[src/design/tvp_pkg.sv]
// shared types and constants for the trapezoid velocity-from-position unit
// no dependencies; used by tvp_div_pipe, tvp_sqrt_pipe and the top level
package tvp_pkg;

  // region codes of a result word
  localparam logic [2:0] REGION_INVALID = 3'd0;
  localparam logic [2:0] REGION_HOLD    = 3'd1;
  localparam logic [2:0] REGION_BEFORE  = 3'd2;
  localparam logic [2:0] REGION_PAST    = 3'd3;
  localparam logic [2:0] REGION_ACCEL   = 3'd4;
  localparam logic [2:0] REGION_CRUISE  = 3'd5;
  localparam logic [2:0] REGION_DECEL   = 3'd6;

  // configuration register indexes
  localparam int CFG_INDEX_W = 3;
  localparam logic [CFG_INDEX_W-1:0] REG_START_POSITION = 3'd0;
  localparam logic [CFG_INDEX_W-1:0] REG_END_POSITION   = 3'd1;
  localparam logic [CFG_INDEX_W-1:0] REG_START_SPEED    = 3'd2;
  localparam logic [CFG_INDEX_W-1:0] REG_PEAK_SPEED     = 3'd3;
  localparam logic [CFG_INDEX_W-1:0] REG_FINAL_SPEED    = 3'd4;
  localparam logic [CFG_INDEX_W-1:0] REG_ACCEL_FRACTION = 3'd5;
  localparam logic [CFG_INDEX_W-1:0] REG_DECEL_FRACTION = 3'd6;

  // path fractions: 17 bits, 65536 means the whole path
  localparam int FRAC_W     = 17;
  localparam int FRAC_SHIFT = 16;
  localparam logic [FRAC_W-1:0] FRAC_ONE = 17'h10000;

  // control that travels with each word down the pipeline
  typedef struct packed {
    logic [2:0] region;
    logic       neg;       // negate the final magnitude
    logic       use_root;  // magnitude comes from the square root
    logic       sub;       // subtract the quotient from the base square
  } ctrl_t;

endpackage

[src/design/tvp_sqrt_pipe.sv]
// pipelined integer square root, one root bit per stage
// depends on tvp_pkg (ctrl_t)
module tvp_sqrt_pipe #(
  parameter int ROOT_W = 20,
  parameter int SIDE_W = 20
) (
  input  logic                  clk,
  input  logic                  rst,
  input  logic                  valid_in,
  input  tvp_pkg::ctrl_t        ctrl_in,
  input  logic [SIDE_W-1:0]     side_in,
  input  logic [2*ROOT_W-1:0]   radicand,
  output logic                  valid_out,
  output tvp_pkg::ctrl_t        ctrl_out,
  output logic [SIDE_W-1:0]     side_out,
  output logic [ROOT_W-1:0]     root
);

  logic                  valid [0:ROOT_W];
  tvp_pkg::ctrl_t        ctrl  [0:ROOT_W];
  logic [SIDE_W-1:0]     side  [0:ROOT_W];
  logic [ROOT_W+1:0]     rem   [0:ROOT_W];
  logic [2*ROOT_W-1:0]   rad   [0:ROOT_W];
  logic [ROOT_W-1:0]     res   [0:ROOT_W];

  assign valid[0] = valid_in;
  assign ctrl[0]  = ctrl_in;
  assign side[0]  = side_in;
  assign rem[0]   = '0;
  assign rad[0]   = radicand;
  assign res[0]   = '0;

  for (genvar k = 0; k < ROOT_W; k++) begin : g_stage
    logic [ROOT_W+3:0] trial;
    logic [ROOT_W+3:0] sub;
    logic [ROOT_W+3:0] diff;
    logic              ge;

    // bring down two radicand bits, try 4*root+1
    assign trial = {rem[k], rad[k][2*ROOT_W-1 -: 2]};
    assign sub   = {2'b00, res[k], 2'b01};
    assign diff  = trial - sub;
    assign ge    = trial >= sub;

    always_ff @(posedge clk) begin
      if (rst) begin
        valid[k+1] <= 1'b0;
      end else begin
        valid[k+1] <= valid[k];
      end
    end

    always_ff @(posedge clk) begin
      ctrl[k+1] <= ctrl[k];
      side[k+1] <= side[k];
      rem[k+1]  <= ge ? diff[ROOT_W+1:0] : trial[ROOT_W+1:0];
      rad[k+1]  <= {rad[k][2*ROOT_W-3:0], 2'b00};
      res[k+1]  <= {res[k][ROOT_W-2:0], ge};
    end
  end

  assign valid_out = valid[ROOT_W];
  assign ctrl_out  = ctrl[ROOT_W];
  assign side_out  = side[ROOT_W];
  assign root      = res[ROOT_W];

endmodule

[config.mk]
export PLATFORM = sky130hd
export DESIGN_NAME = tvp_sqrt_pipe
export DESIGN_NICKNAME = d
export VERILOG_FILES = /design/src/design/tvp_pkg.sv /design/src/design/tvp_sqrt_pipe.sv
export SDC_FILE = /design/constraint.sdc
export NUM_CORES = 2
export LEC_CHECK = 0
export ABC_AREA = 1
export BUFFER_PORTS_ARGS = -buffer_cell sky130_fd_sc_hd__buf_2
export CORE_ASPECT_RATIO = 2
export CORE_MARGIN = 8
export CORE_UTILIZATION = 24
export DETAILED_ROUTE_END_ITERATION = 8
export GPL_TIMING_DRIVEN = 1
export SYNTH_ARGS = -nofsm -noshare
export SYNTH_HDL_FRONTEND = slang
export SYNTH_SLANG_ARGS = --single-unit
[constraint.sdc]
create_clock -name clk -period 2.4 [get_ports clk]
set_clock_uncertainty 0.2 [all_clocks]
set_input_delay 0.24 -clock clk [delete_from_list [all_inputs] [get_ports clk]]
set_output_delay 0.24 -clock clk [all_outputs]
set_load 0.02 [all_outputs]
Yosys cells after proc, flatten, opt, wreduce, memory -nomap -nowiden
Cells that the tools add are included.
- bits in writable memories: 0
- memories: 0
- output and inout port bits: 47
- memory bits (read-only): 0
- latch bits: 0
- flip-flop bits (word level): 1529
- reductions and logical operators: 0
- add/sub/neg operators: 19
- mux-type cells: 19
- multiply operators: 0
- bitwise operators: 0
- div/mod/pow operators: 0
- order comparisons: 20
- shifts and indexed selects: 0
- equality and inequality tests: 0
- operators with widths (kind ; count):
    $mux 22 ; 18
    $ge 24x10->1 ; 1
    $ge 24x11->1 ; 1
    $ge 24x12->1 ; 1
    $ge 24x13->1 ; 1
    $ge 24x14->1 ; 1
    $ge 24x15->1 ; 1
    $ge 24x16->1 ; 1
    $ge 24x17->1 ; 1
    $ge 24x18->1 ; 1
    $ge 24x19->1 ; 1
    $ge 24x20->1 ; 1
    $ge 24x21->1 ; 1
    $ge 24x3->1 ; 1
    $ge 24x4->1 ; 1
    $ge 24x5->1 ; 1
    $ge 24x6->1 ; 1
    $ge 24x7->1 ; 1
    $ge 24x8->1 ; 1
    $ge 24x9->1 ; 1
    $sub 22x10->22 ; 1
    $sub 22x11->22 ; 1
    $sub 22x12->22 ; 1
    $sub 22x13->22 ; 1
    other kinds (17) ; 17

Logic depth before layout (Yosys ltp)
- word-level depth: 2
- mapped depth: 14

Least setup slack after synthesis
No wires, ideal clock.
- path type: flip-flop to flip-flop
- start point: register res (netlist bit g_stage[18].sub[3])
- end point: register rem (netlist bit g_stage[19].trial[21])
- setup slack: 0.462 ns
- path buffers: 1
- clock period less this slack: 1.938 ns
- stages on the path, launching flop included: 11
- arrival time: 1.625 ns
- required time: 2.087 ns
- cells stage by stage: dfxtp_1 > inv_1 > ha_1 > or2_2 > nand3_1 > nand2_2 > nand2_1 > nand4_4 > buf_4 > nand3_1 > nand2_1
- longest elaborated chain between the ends: 2
- ends and longest elaborated chain (element ; line ; text):
    start, declared ; tvp_sqrt_pipe.sv:24 ; logic [ROOT_W-1:0] res [0:ROOT_W];
    start signal, assigned by index ; tvp_sqrt_pipe.sv:58 ; res[k+1] <= {res[k][ROOT_W-2:0], ge};
    $sub 22x20->22 or $ge 24x20->1 (tied branches) ; tvp_sqrt_pipe.sv:42, tvp_sqrt_pipe.sv:43 ;
    $mux 22 (*) ; tvp_sqrt_pipe.sv:56 ; rem[k+1] <= ge ? diff[ROOT_W+1:0] : trial[ROOT_W+1:0];
    end signal, assigned by index ; tvp_sqrt_pipe.sv:56 ;
    end, declared ; tvp_sqrt_pipe.sv:22 ; logic [ROOT_W+1:0] rem [0:ROOT_W];
Mark *: on every way between the ends. The rest lies on a longest branch, timed or not.
A chain may end at the register's enable or synchronous reset.

Worst setup path after layout
- start point: register res (netlist bit g_stage[6].sub[6])
- end point: register rem (netlist bit g_stage[7].trial[17])
- longest elaborated chain between the ends: 2
- ends and longest elaborated chain (element ; line ; text):
    $ge 24x8->1 ; tvp_sqrt_pipe.sv:43 ; assign ge = trial >= sub;
    net g_stage[6].ge ; tvp_sqrt_pipe.sv:37 ; logic ge;
    $mux 22 ; tvp_sqrt_pipe.sv:56 ;
The timed path passes the listed nets, and every way through them passes these cells.

==> run metrics <==
Fmax=0.4265 GHz; fraction of final layout cells with drive strength greater than 1=13.18%; count of filler cells inserted in the layout=23.72k; number of design rule violations left after detail routing=0; required time of the critical path=2.86 ns; initial antenna violation count=2; instance count after placement with tap cells included=9715; endpoint of the worst register-to-register path=g_stage[7].trial[17]$_DFF_P_; Least-Margin Pin Slew=0.6056 ns; most common flop cell mapped by yosys=dfxtp_1; clock root buffer=clkbuf_16; Post-Syn Instances=6452; signed area change from the synthesized netlist to the final layout=23.36%; first-pass GRT wire length=236.3 mm; Final Hold Viols=0; total die area=0.2435 sq mm; share of flip-flops with an asynchronous set or reset=0%; Post-Place Setup Slack=-0.3534 ns; detail-routed net length per standard cell=15.55 um; clock period minus final worst setup slack=2.345 ns; Total Power Consumption=0.07123 W; GR Util All Layers=12.50%; Max-Cap Viols=0; CTS tree=built; register-to-register path setup slack=0.06 ns; Hold EP=side[263]$_DFF_P_; vias in the first global route=43.64k; worst hold-check slack=0.1027 ns; Power per Cell Area=1060 mW/mm^2; startpoint of the worst hold path=side[283]$_DFF_P_; largest net degree at the start of global routing=29; total via count in the routed design=41.44k; Critical Setup Path Class=reg2reg; total iterations of the first detailed-routing run=9; outcome=finished clean; number of synthesis warnings=0; antenna-violating nets left=0; placeable core region=0.2259 sq mm; VDD IR max=1154 uV; filler-free cell count of the finished design=10.15k; overall die width=353.0 um; die height=689.9 um; part of the cycle the worst path needs=97.70%; clock latency reported for the late side of the worst-skew pair=0.81 ns; NumNets Final=7343; final WL=157.8 mm; clock transition at the registers of the reported paths=0.07 ns; number of cells traversed by the worst register-to-register path=10; Post-synth EDFFs=0; nature of the critical path startpoint=register; number of H-tree branching levels=4; largest fanout on the critical path=18; Hold Path Class=reg2reg; maximum count of clock buffers along a single path=4; post-synthesis area per instance=8.447 sq um; count of cell types in the netlist=49; crit end category=register; global-route congestion overflow total=0; post-layout utilization of the core=29.76%; max-slew headroom at the worst pin=59.41%; critical path data arrival time=2.81 ns; effective utilization at floorplan=24.12%; Placer Congestion=0.9392; combined area of all synthesized cells=0.05450 sq mm; synthesized flop and latch total=1520; IO Port Bufs=115; number of failing setup endpoints in the final timing report=0; site row count=247; number of buffers created by CTS=154; reg-to-reg startpoint=g_stage[6].sub[6]$_DFF_P_; number of pins exceeding their max-slew limit in the final report=0; worst hold path depth=0; nets in the synthesized netlist=6752; count of routing violations after the opening detailed-route iteration=1392; static leakage=32.95 nW; per-cell via count in the routed design=4.084; post-layout worst setup margin=0.05522 ns; register area share after synthesis=55.84%; CTS sink cnt=1520; Boundary Pins=116; HPWL after detailed placement=125.0 mm
power breakdown:
part / total [W] / switching, W / internal (W)
sequential: 0.0314 / 0.00272 / 0.0287
clock: 0.0244 / 0.0102 / 0.0142
combinational: 0.0155 / 0.00980 / 0.00569
sequential cells by signal, indices dropped and copies added (netlist names):
name	count
ctrl	114
valid	19
rad	342
root	20
g_stage.sub	190
side_out	20
valid_out	1
g_stage.trial	428
ctrl_out	6
side	380
metal layers:
metal,up-vias,global-route usage (%),part of all wire (%)
met3,623,1.882,3.1
li1,21020,-,-
met5,-,0,0
met4,0,11.55,11
met1,18790,9.020,29
met2,1008,26.48,57
cells by family (layout without fill, tap and decap cells):
family	Yosys count	after routing	share of synthesized area (%)
fa+ha+maj	231	231	5.304
buf+inv	1075	1778	8.157
xor+xnor	158	158	2.539
other cells	1	4	0.006881
compound gates	419	419	4.505
simple gates	3048	3049	23.65
flops	1520	1520	55.84
cell type report:
| cell class | count | area (sq um) | area share (%) |
|---|---|---|---|
| clock inverter | 67 | 774.5 | 1.152 |
| antenna | 3 | 7.507 | 0.01117 |
| multi-input combinational | 3858 | 20040 | 29.80 |
| clock buffer | 202 | 4349 | 6.469 |
| tap | 2988 | 3739 | 5.561 |
| sequential | 1520 | 30450 | 45.30 |
| timing repair buffer | 501 | 3989 | 5.933 |
| inverter | 1004 | 3847 | 5.723 |
| timing repair inverter | 4 | 31.28 | 0.04653 |
timing repair:
action	4_1_cts	5_1_grt
gates resized for setup	16	116
setup endpoints to repair	48	161
gates cloned	0	5
hold endpoints to repair	87	0
hold buffers	137	0
pin swaps	0	8
setup buffers	1	17
worst max path at each step:
stage / from / to / slack [ns] / depth (start not counted)
final: g_stage[6].sub[6]$_DFF_P_ / g_stage[7].trial[17]$_DFF_P_ / 0.06 / 10
after global placement: g_stage[14].trial[21]$_DFF_P_ / g_stage[15].trial[17]$_DFF_P_ / -0.35 / 7
after floorplan: g_stage[18].sub[3]$_DFF_P_ / g_stage[19].trial[21]$_DFF_P_ / 0.46 / 10
after detailed placement: g_stage[14].trial[21]$_DFF_P_ / g_stage[15].trial[17]$_DFF_P_ / -0.35 / 7
after CTS: g_stage[7].sub[6]$_DFF_P_ / g_stage[8].trial[10]$_DFF_P_ / 0.005 / 12
after global routing: g_stage[6].sub[6]$_DFF_P_ / g_stage[7].trial[13]$_DFF_P_ / -0.007 / 10
cells in the final DEF (no fill, tap or decap), types with 12 or more instances in the layout:
cell type and n:
or2_2 18, nor2_2 45, nor2_4 12, nand3_1 321
nand2_2 59, xnor2_1 60, clkbuf_8 23, inv_1 973
buf_2 115, o21ai_1 39, dfxtp_2 13, inv_6 19
buf_4 232, nand4_1 89, o21ai_0 94, nand2_1 1849
nor3_1 42, bufinv_16 12, xor2_1 95, clkinv_2 20
dlygate4sd3_1 137, clkinvlp_4 13, inv_2 21, ha_4 13
nor2_1 518, clkbuf_16 158, a21oi_2 55, o21ai_2 38
ha_1 213, a21oi_1 171, buf_12 12, dfxtp_1 1505
nand3b_1 59, clkbuf_1 21
stage by stage:
step	instance area [sq um]	setup TNS [ns]
finish	67230	0
global route	67230	-0.008409
floorplan	54500	0
global placement	60040	-6.084
CTS	66600	0
detailed placement	60040	-5.854
critical path, stage by stage, from the launching register on:
cell and delay, ns:
dfxtp_1 0.43, inv_1 0.07, ha_1 0.35, nand2_1 0.13
nor2_1 0.20, nand3_1 0.14, nand3_1 0.14, nor2_4 0.06
nand2_4 0.13, inv_8 0.09, a21oi_2 0.25
cells in the mapped netlist, types with 42 or more instances:
cell type	n	area share, %
nor2_1	535	3.7
nand3_1	322	3.0
a21oi_1	182	1.7
o21ai_0	101	0.93
ha_1	231	5.3
nor3_1	43	0.39
dfxtp_1	1520	56
xor2_1	96	1.5
nand2_2	42	0.48
a21oi_2	47	0.76
xnor2_1	62	1.0
inv_1	974	6.7
nand4_1	89	1.0
nand3b_1	59	0.81
nand2_1	1865	13
Note: power is estimated with default switching activity, not from simulation.
